<file path="config.mk">
export PLATFORM = sky130hd
export DESIGN_NAME = cpi_norm
export DESIGN_NICKNAME = d
export VERILOG_FILES = /design/src/hdl/cpi_pkg.sv /design/src/hdl/cpi_norm.sv
export SDC_FILE = /design/constraint.sdc
export NUM_CORES = 2
export LEC_CHECK = 0
export ABC_AREA = 1
export BUFFER_PORTS_ARGS = -buffer_cell sky130_fd_sc_hd__buf_2
export CAP_MARGIN = 10
export CORE_MARGIN = 2
export CORE_UTILIZATION = 48
export DETAILED_ROUTE_END_ITERATION = 12
export SYNTH_ARGS = -nofsm -noshare
export SYNTH_HDL_FRONTEND = slang
export SYNTH_SLANG_ARGS = --single-unit
</file>
<file path="constraint.sdc">
create_clock -name clock -period 17.2 [get_ports clock]
set_clock_uncertainty 0.15 [all_clocks]
set_input_delay 0.86 -clock clock [delete_from_list [all_inputs] [get_ports clock]]
set_output_delay 0.86 -clock clock [all_outputs]
set_load 0.05 [all_outputs]
</file>
<file path="src/hdl/cpi_pkg.sv">
`timescale 1ns / 1ps
package cpi_pkg;

   localparam int VIEW_SLOTS_DEF = 4;

   localparam int CSR_IDX_W  = 1;
   localparam int CSR_DATA_W = 20;
   localparam logic [CSR_IDX_W-1:0] CSR_CUT_DISTANCE = 1'd0;
   localparam logic [CSR_IDX_W-1:0] CSR_CUT_MIN_DOT  = 1'd1;

   localparam logic [19:0]        CUT_DISTANCE_RST = 20'd16000;
   localparam logic signed [15:0] CUT_MIN_DOT_RST  = 16'sd14189;

   localparam logic [1:0] MODE_CAPTURE = 2'd0;
   localparam logic [1:0] MODE_APPLY   = 2'd1;
   localparam logic [1:0] MODE_CLEAR   = 2'd2;

   localparam logic [16:0] ALPHA_ONE = 17'd65536;

   typedef logic signed [21:0] c22_type;
   typedef c22_type [2:0] v22_type;
   typedef logic signed [17:0] c18_type;
   typedef c18_type [2:0] v18_type;

   typedef struct packed {
      logic [62:0] pos;
      logic [62:0] look_at;
      logic [47:0] up;
      logic [15:0] fovy;
   } pose_type;

   typedef struct packed {
      pose_type prev;
      pose_type curr;
   } entry_type;

   typedef struct packed {
      logic    start;
      v22_type vec;
   } norm_req_type;

   typedef struct packed {
      logic    done;
      v18_type n;
   } norm_rsp_type;

   typedef enum logic [3:0] {
      ST_IDLE,
      ST_CHECK,
      ST_DIST,
      ST_NORM_A,
      ST_NORM_B,
      ST_DOT,
      ST_CAP_WR,
      ST_BLEND,
      ST_NORM_UP,
      ST_OUT
   } seq_state_type;

   typedef enum logic [2:0] {
      N_IDLE,
      N_SQ,
      N_SQRT,
      N_LOAD,
      N_DIV
   } norm_state_type;

   function automatic c22_type get21(logic [62:0] p, logic [1:0] k);
      return c22_type'($signed(p[21*k +: 21]));
   endfunction

   function automatic c22_type get16(logic [47:0] p, logic [1:0] k);
      return c22_type'($signed(p[16*k +: 16]));
   endfunction

   // blend operand j: three position, three look-at, three up, then fovy
   function automatic c22_type blend_src(pose_type p, logic [3:0] j);
      c22_type r;
      case (j)
         4'd0, 4'd1, 4'd2: r = get21(p.pos, j[1:0]);
         4'd3:             r = get21(p.look_at, 2'd0);
         4'd4:             r = get21(p.look_at, 2'd1);
         4'd5:             r = get21(p.look_at, 2'd2);
         4'd6:             r = get16(p.up, 2'd0);
         4'd7:             r = get16(p.up, 2'd1);
         4'd8:             r = get16(p.up, 2'd2);
         default:          r = c22_type'({6'd0, p.fovy});
      endcase
      return r;
   endfunction

   function automatic logic [15:0] sat16(c18_type v);
      logic [15:0] r;
      if (v > 18'sd32767) begin
         r = 16'h7fff;
      end else if (v < -18'sd32768) begin
         r = 16'h8000;
      end else begin
         r = v[15:0];
      end
      return r;
   endfunction

endpackage

</file>
<file path="src/hdl/cpi_norm.sv">
`timescale 1ns / 1ps
module cpi_norm import cpi_pkg::*; (
   input  logic         clock,
   input  logic         reset,
   input  norm_req_type req,
   output norm_rsp_type rsp
);

   norm_state_type     st_ff, st_in;
   v22_type            vec_ff, vec_in;
   logic [1:0]         k_ff, k_in;
   logic signed [43:0] prod_ff, prod_in;
   logic [45:0]        sum_ff, sum_in;
   logic [45:0]        rem_ff, rem_in;
   logic [45:0]        root_ff, root_in;
   logic [45:0]        bit_ff, bit_in;
   logic [22:0]        len_ff, len_in;
   logic [35:0]        drem_ff, drem_in;
   logic [38:0]        dsh_ff, dsh_in;
   logic [16:0]        q_ff, q_in;
   logic [4:0]         it_ff, it_in;
   v18_type            n_ff, n_in;
   logic               done_ff, done_in;

   logic [45:0] sum_fin;
   logic [46:0] trial;
   logic [21:0] mag;
   logic        ge;
   logic [16:0] q_next;
   logic [1:0]  sq_sel;

   always_ff @(posedge clock) begin
      if (reset) begin
         st_ff   <= N_IDLE;
         done_ff <= 1'b0;
      end else begin
         st_ff   <= st_in;
         done_ff <= done_in;
      end
      vec_ff  <= vec_in;
      k_ff    <= k_in;
      prod_ff <= prod_in;
      sum_ff  <= sum_in;
      rem_ff  <= rem_in;
      root_ff <= root_in;
      bit_ff  <= bit_in;
      len_ff  <= len_in;
      drem_ff <= drem_in;
      dsh_ff  <= dsh_in;
      q_ff    <= q_in;
      it_ff   <= it_in;
      n_ff    <= n_in;
   end

   always_comb begin
      st_in   = st_ff;
      vec_in  = vec_ff;
      k_in    = k_ff;
      prod_in = prod_ff;
      sum_in  = sum_ff;
      rem_in  = rem_ff;
      root_in = root_ff;
      bit_in  = bit_ff;
      len_in  = len_ff;
      drem_in = drem_ff;
      dsh_in  = dsh_ff;
      q_in    = q_ff;
      it_in   = it_ff;
      n_in    = n_ff;
      done_in = 1'b0;
      sq_sel  = (k_ff == 2'd3) ? 2'd0 : k_ff;
      sum_fin = sum_ff + 46'($unsigned(prod_ff));
      trial   = 47'(root_ff) + 47'(bit_ff);
      mag     = vec_ff[k_ff[1:0]][21] ? 22'(-vec_ff[k_ff]) : 22'(vec_ff[k_ff]);
      ge      = {3'd0, drem_ff} >= dsh_ff;
      q_next  = {q_ff[15:0], ge};
      unique case (st_ff)
         N_IDLE: begin
            if (req.start) begin
               vec_in = req.vec;
               k_in   = 2'd0;
               sum_in = '0;
               st_in  = N_SQ;
            end
         end
         N_SQ: begin
            prod_in = vec_ff[sq_sel] * vec_ff[sq_sel];
            if (k_ff != 2'd0) begin
               sum_in = sum_fin;
            end
            k_in = k_ff + 2'd1;
            if (k_ff == 2'd3) begin
               if (sum_fin == '0) begin
                  n_in    = '0;
                  done_in = 1'b1;
                  st_in   = N_IDLE;
               end else begin
                  rem_in  = sum_fin;
                  root_in = '0;
                  bit_in  = 46'(1) << 44;
                  st_in   = N_SQRT;
               end
            end
         end
         N_SQRT: begin
            // one bit pair of the root per cycle, then round to nearest
            if (bit_ff == '0) begin
               len_in = 23'(root_ff + ((rem_ff > root_ff) ? 46'd1 : 46'd0));
               k_in   = 2'd0;
               st_in  = N_LOAD;
            end else begin
               if ({1'b0, rem_ff} >= trial) begin
                  rem_in  = rem_ff - trial[45:0];
                  root_in = (root_ff >> 1) + bit_ff;
               end else begin
                  root_in = root_ff >> 1;
               end
               bit_in = bit_ff >> 2;
            end
         end
         N_LOAD: begin
            drem_in = {mag, 14'd0} + 36'(len_ff >> 1);
            dsh_in  = {len_ff, 16'd0};
            q_in    = '0;
            it_in   = '0;
            st_in   = N_DIV;
         end
         N_DIV: begin
            if (ge) begin
               drem_in = drem_ff - dsh_ff[35:0];
            end
            q_in   = q_next;
            dsh_in = dsh_ff >> 1;
            it_in  = it_ff + 5'd1;
            if (it_ff == 5'd16) begin
               n_in[k_ff] = vec_ff[k_ff][21] ? -c18_type'({1'b0, q_next})
                                             : c18_type'({1'b0, q_next});
               if (k_ff == 2'd2) begin
                  done_in = 1'b1;
                  st_in   = N_IDLE;
               end else begin
                  k_in  = k_ff + 2'd1;
                  st_in = N_LOAD;
               end
            end
         end
         default: st_in = N_IDLE;
      endcase
   end

   assign rsp.done = done_ff;
   assign rsp.n    = n_ff;

endmodule

</file>
; Word level (Yosys, flattened, before mapping)
; Index checks and enable logic that the tools add are counted.
; Widths: inputs -> output; s select.
[word_totals]
reg_bits = 473
in_bits = 69
output_inout_bits = 55
word_cells = 128
[classes]
add_sub_neg = 11
mul = 1
order_cmp = 6
eq_ne = 18
muxes = 54
n_reduce_logical = 19
[ops]
columns = op, count
row1 = $mux 46, 13
row2 = $pmux 46 s2, 4
row3 = $mux 54, 3
row4 = $pmux 54 s2, 1
row5 = $logic_not 46->1, 2
row6 = $bmux 22 s2, 2
row7 = $pmux 39 s2, 1
row8 = $pmux 36 s2, 1
row9 = $mux 22, 3
row10 = $bwmux 54, 1
row11 = $add 46x46->47, 1
row12 = $ge 46x47->1, 1
row13 = $add 45x46->46, 1
row14 = $add 46x44->46, 1
row15 = $gt 46x46->1, 1
row16 = $sub 46x46->46, 1
row17 = $mul 22x22->44, 1
row18 = $ge 36x39->1, 1
row19 = $add 36x22->36, 1
row20 = $demux 18 s2, 1
row21 = $mux 18, 2
row22 = $mux 36, 1
row23 = $sub 36x36->36, 1
row24 = $pmux 16 s2, 1
row25 = 28 further kinds, 63

; Logic depth before layout (Yosys ltp)
[logic_depth]
ltp_word = 7
mapped_depth = 38
ltp_nobuf = 33

; Worst setup path after synthesis
; Ideal clock, no wire load.
[synth_timing]
path_type = register -> register
startpoint = register st_ff[0]
endpoint = register n_ff (netlist bit rsp[0]), enable pin
setup_ns = 0.547
arrival_time_ns = 7.989
required_ns = 16.503
path_slack_ns = 8.514
path_stages_with_launch = 5
n_path_buf = 0
synth_period_minus_slack_ns = 8.686
path_cell_list = dfxtp_1 -> inv_1 -> nor3_1 -> nand3_1 -> a211oi_1
[synth_via]
elab_chain_len = 3
word_cells_on_any_way = 7
classes_between = eq/ne: 5 / reduce/logical: 2
[synth_rtl]
columns = item, line_no
row1 = start: declaration, cpi_norm.sv:9  ; norm_state_type st_ff, st_in;
row2 = start signal: assignment, cpi_norm.sv:37  ; st_ff <= st_in;
row3 = $eq 3x1->1 or $eq 3x3->1 (tied branches), cpi_norm.sv:77  ; unique case (st_ff)
row4 = $ne 2x2->1 (no source line) or $reduce_bool 2->1 (tied branches), --
row5 = $reduce_and 4->1 (no source line) *, --
row6 = end signal: assignment, cpi_norm.sv:52  ; n_ff <= n_in;
row7 = end: declaration, cpi_norm.sv:22  ; v18_type n_ff, n_in;
; Every way passes the cells marked *; elsewhere a longest branch is shown, timed or not.
; A chain may end at the register's enable or synchronous reset.

; Worst setup path after layout
[layout_timing]
startpoint = register k_ff[1]
endpoint = register prod_ff[40] (data pin)
[layout_via]
elab_chain_len = 5
[layout_rtl]
columns = item, line_no
row1 = start: declaration, cpi_norm.sv:11  ; logic [1:0] k_ff, k_in;
row2 = start signal: assignment, cpi_norm.sv:41  ; k_ff <= k_in;
row3 = $eq 2x2->1, cpi_norm.sv:71  ; sq_sel = (k_ff == 2'd3) ? 2'd0 : k_ff;
row4 = $mux 2 *, cpi_norm.sv:71
row5 = $bmux 22 s2 *, cpi_norm.sv:87  ; prod_in = vec_ff[sq_sel] * vec_ff[sq_sel];
row6 = $mux 22 (not written as such) *, cpi_norm.sv:87
row7 = $mul 22x22->44 *, cpi_norm.sv:87
row8 = end signal: assignment, cpi_norm.sv:42  ; prod_ff <= prod_in;
row9 = end: declaration, cpi_norm.sv:12  ; logic signed [43:0] prod_ff, prod_in;
; Every way passes the cells marked *; elsewhere a longest branch is shown, timed or not. The select of a mux whose other input is x is not followed.

==> results.md <==
Run status:
- The run finished with clean final reports.

Global route:
- The total congestion overflow after global routing is 0.
- The wire length of the first global-routing pass is 237 mm.
- For this run, the total global-route usage over all layers was measured as 28.6%.
- Entering global routing, the biggest net connects 79 pins.
- The via count of the first global-routing pass is 42130.
- The number of antenna violations at the first check in global routing is 7.

Critical path:
- The maximum fanout along the worst path is 72.
- The slack of the worst reg-to-reg path is 6.72 ns.
- The most frequent cell on the critical path is sky130_fd_sc_hd__fa_1.
- The endpoint kind of the worst setup timing path is a register.
- The data required time of the critical path is 17.48 ns.
- Counting cells, the worst reg-to-reg path comes to 28.
- The worst flop-to-flop path endpoint is prod_ff[40].
- The largest single stage delay on the critical path is 0.85 ns.
- The standard cell with the maximum stage delay on the critical path is sky130_fd_sc_hd__fa_1.
- The nature of the critical path startpoint is a register.
- The startpoint of the worst-slack reg-to-reg timing path is k_ff[1].
- The critical path is of the reg2reg type.
- Data arrives at the worst endpoint at 10.76 ns.

Layout:
- The number of nets in the layout is 7313.
- From synthesis to final layout, the design area changed by 7.95%.
- The final non-filler cell area is 54200 µm².
- Of the cells placed in the final design, the portion with a size suffix greater than 1 is 5.10%.

Logic synthesis:
- Sequential cells were found to cover 26.8% of the synthesized design area.
- The number of synthesized flops with an enable pin is 445.
- The leading area contributor after synthesis is sky130_fd_sc_hd__edfxtp_1.
- The cell count after synthesis came out at 6308.
- The dominant synthesized flop cell is sky130_fd_sc_hd__edfxtp_1.
- By area the synthesized netlist is led by sky130_fd_sc_hd__edfxtp_1 (27%), sky130_fd_sc_hd__fa_1 (19%), sky130_fd_sc_hd__inv_1 (10%).
- Of all flip-flops after synthesis, the portion carrying an async set or reset was 0%.
- The commonest cells after synthesis are sky130_fd_sc_hd__inv_1 (1355), sky130_fd_sc_hd__nand2_1 (1214), sky130_fd_sc_hd__nor2_1 (744).
- After synthesis, the mean cell area works out to 7.96 µm².
- The number of nets handed over by synthesis was 7225.
- The synthesized design contains 449 register bits.
- The area share of the leading cell type in the synthesized netlist is 26.6%.
- Yosys mapped the design onto 69 distinct sky130hd cell types.
- The cell with the most instances after synthesis is sky130_fd_sc_hd__inv_1.
- During synthesis, Yosys emitted a total of 0 warnings.
- The area of the mapped netlist is 50200 µm².

CTS:
- The number of setup buffers added after CTS is 0.
- The TritonCTS clock tree is done.
- The clock slew at the register clock pins of the worst setup and hold paths is 0.07 ns.
- The number of hold buffers added after CTS was 0.
- The clock root buffer master is sky130_fd_sc_hd__clkbuf_16.
- The quantity of gates resized following cts is 0.
- The clock latency on the worst-skew pair is 0.69 ns.
- The H-tree depth is 2.
- The clock net in this run drives a total of 449 sinks.
- Clock tree synthesis inserted a total of 54 buffers.
- The number of buffers on the longest clock path is 3.

Placement:
- The final estimated routing congestion in global placement is 0.989.
- The placed instances occupy a cell area of 52300 µm².
- Detailed placement finished with a half-perimeter wire length of 123 mm.
- The number of I/O port buffers is 123.

STA:
- After layout, the worst path uses 60.9% of the clock period.
- For the pin with the worst max-slew slack, the measured transition is 1.03 ns.
- The number of hold violations in the final report is 0.
- Setup total negative slack on the finished layout was measured at 0 ns.
- The final count of negative-setup-slack endpoints is 0.
- The number of pins exceeding their max-slew limit in the final report is 0.
- Setup repair after global routing left no endpoint under its margin.
- Timing would allow up to 95.4 MHz.
- The normalized max-slew margin is 31.1%.
- The final critical path time including I/O delays and setup is 10.48 ns.

Drt:
- The final layout contains routed wiring with a total length of 152 mm.
- Once detail routing completed, the nets flagged for antenna violations numbered 0.
- The detail-routed net length per standard cell is 19.4 µm.
- In the routed design, unresolved DRC markers number 0.
- The initial DRC count is 3257.
- The first detailed-routing pass ran for 6 iterations.
- The detailed router placed 41775 vias in this run.
- In the routed layout, each cell is associated on average with a via count of 5.34.

Die:
- The initialized floorplan defines 118 standard-cell rows.
- For this configuration, the core starts out at a cell density of 48.4%.
- The floorplan die height is 327 µm.
- The count of boundary I/O pins is 124.
- The total die area is 107000 µm².
- The total area inside the core boundary comes to 104000 µm².
- Measured along the x axis, the die boundary spans 327 µm.

Min path:
- The hold-critical path depth is 1.
- The path with the worst hold slack has its endpoint at vec_ff[4].
- The worst hold path startpoint is req[4].
- The tightest min-delay check is of the in2reg type.

Job:
- The number of maximum-capacitance constraint violations is 0.
[final cells by class]
type / instances / area (µm²)
timing repair buffer: 163 / 923
clock buffer: 61 / 1380
clock inverter: 34 / 468
antenna: 5 / 12.5
sequential: 449 / 13400
tap: 1380 / 1730
multi-input combinational: 4362 / 31100
inverter: 1366 / 5130
fill: 10192 / 49500
[worst max path at each step]
stage	from	end	depth (start not counted)
6_report	k_ff[1]	prod_ff[40]	28
4_1_cts	k_ff[1]	prod_ff[40]	28
3_5_place_dp	k_ff[1]	prod_ff[40]	28
5_1_grt	k_ff[1]	prod_ff[40]	28
2_1_floorplan	st_ff[0]	rsp[0]	4
3_3_place_gp	k_ff[1]	prod_ff[40]	28
[registers in the layout (all words and copies together) (netlist names), 3 cells and up]
register	flops
len_ff	23
root_ff	46
rsp	54
q_ff	16
it_ff	5
vec_ff	66
dsh_ff	39
rem_ff	46
sum_ff	46
bit_ff	23
prod_ff	43
drem_ff	36
st_ff	3
[worst max-delay path: cells and delay by family, from the launching register on]
kind / cells / cell delay, ns
flip-flops: 1 / 0.75
AND/OR/NAND/NOR: 5 / 0.62
AO/OA/AOI/OAI: 5 / 1.49
buffers and inverters: 8 / 2.14
XOR/XNOR: 1 / 0.15
adder cells (fa/ha/maj): 9 / 4.92
[cell usage in the layout, fill, tap and decap left out, types with 135 or more instances in the layout]
cell type,count
sky130_fd_sc_hd__a21oi_1,340
sky130_fd_sc_hd__edfxtp_1,445
sky130_fd_sc_hd__fa_1,467
sky130_fd_sc_hd__ha_1,380
sky130_fd_sc_hd__inv_1,1352
sky130_fd_sc_hd__nand2_1,1213
sky130_fd_sc_hd__nand3_1,206
sky130_fd_sc_hd__nor2_1,740
sky130_fd_sc_hd__o21ai_0,329
sky130_fd_sc_hd__xor2_1,135
[layer usage]
metal / global-route usage (%) / part of all wire [%] / routed length [µm]
met3: 2.49 / 5.0 / 7640
met2: 48.3 / 48 / 72600
met1: 38.7 / 44 / 66100
met4: 9.74 / 3.7 / 5570
met5: 0 / 0 / 0
[cell families after synthesis]
logic type / share of synthesized area (%)
xor+xnor: 3.90
buf+inv: 11.4
fa+ha+maj: 28.1
compound gates: 10.6
simple gates: 19.1
flops: 26.8
mux: 0.0798
[per-stage QoR]
step / setup WS, ns / cells / hold WS (ns) / util, %
floorplan: 8.51 / 6308 / 0.350 / -
global placement: 6.96 / 7719 / 0.384 / 50.5
detailed placement: 6.74 / 7719 / 0.384 / 50.5
CTS: 6.75 / 7814 / 0.172 / 52.3
global route: 5.99 / 7815 / 0.188 / 52.3
finish: 6.72 / 7820 / 0.205 / 52.3
Power is not shown: default switching activity piles up to over one toggle a cycle in this logic, so the estimate is an artifact.
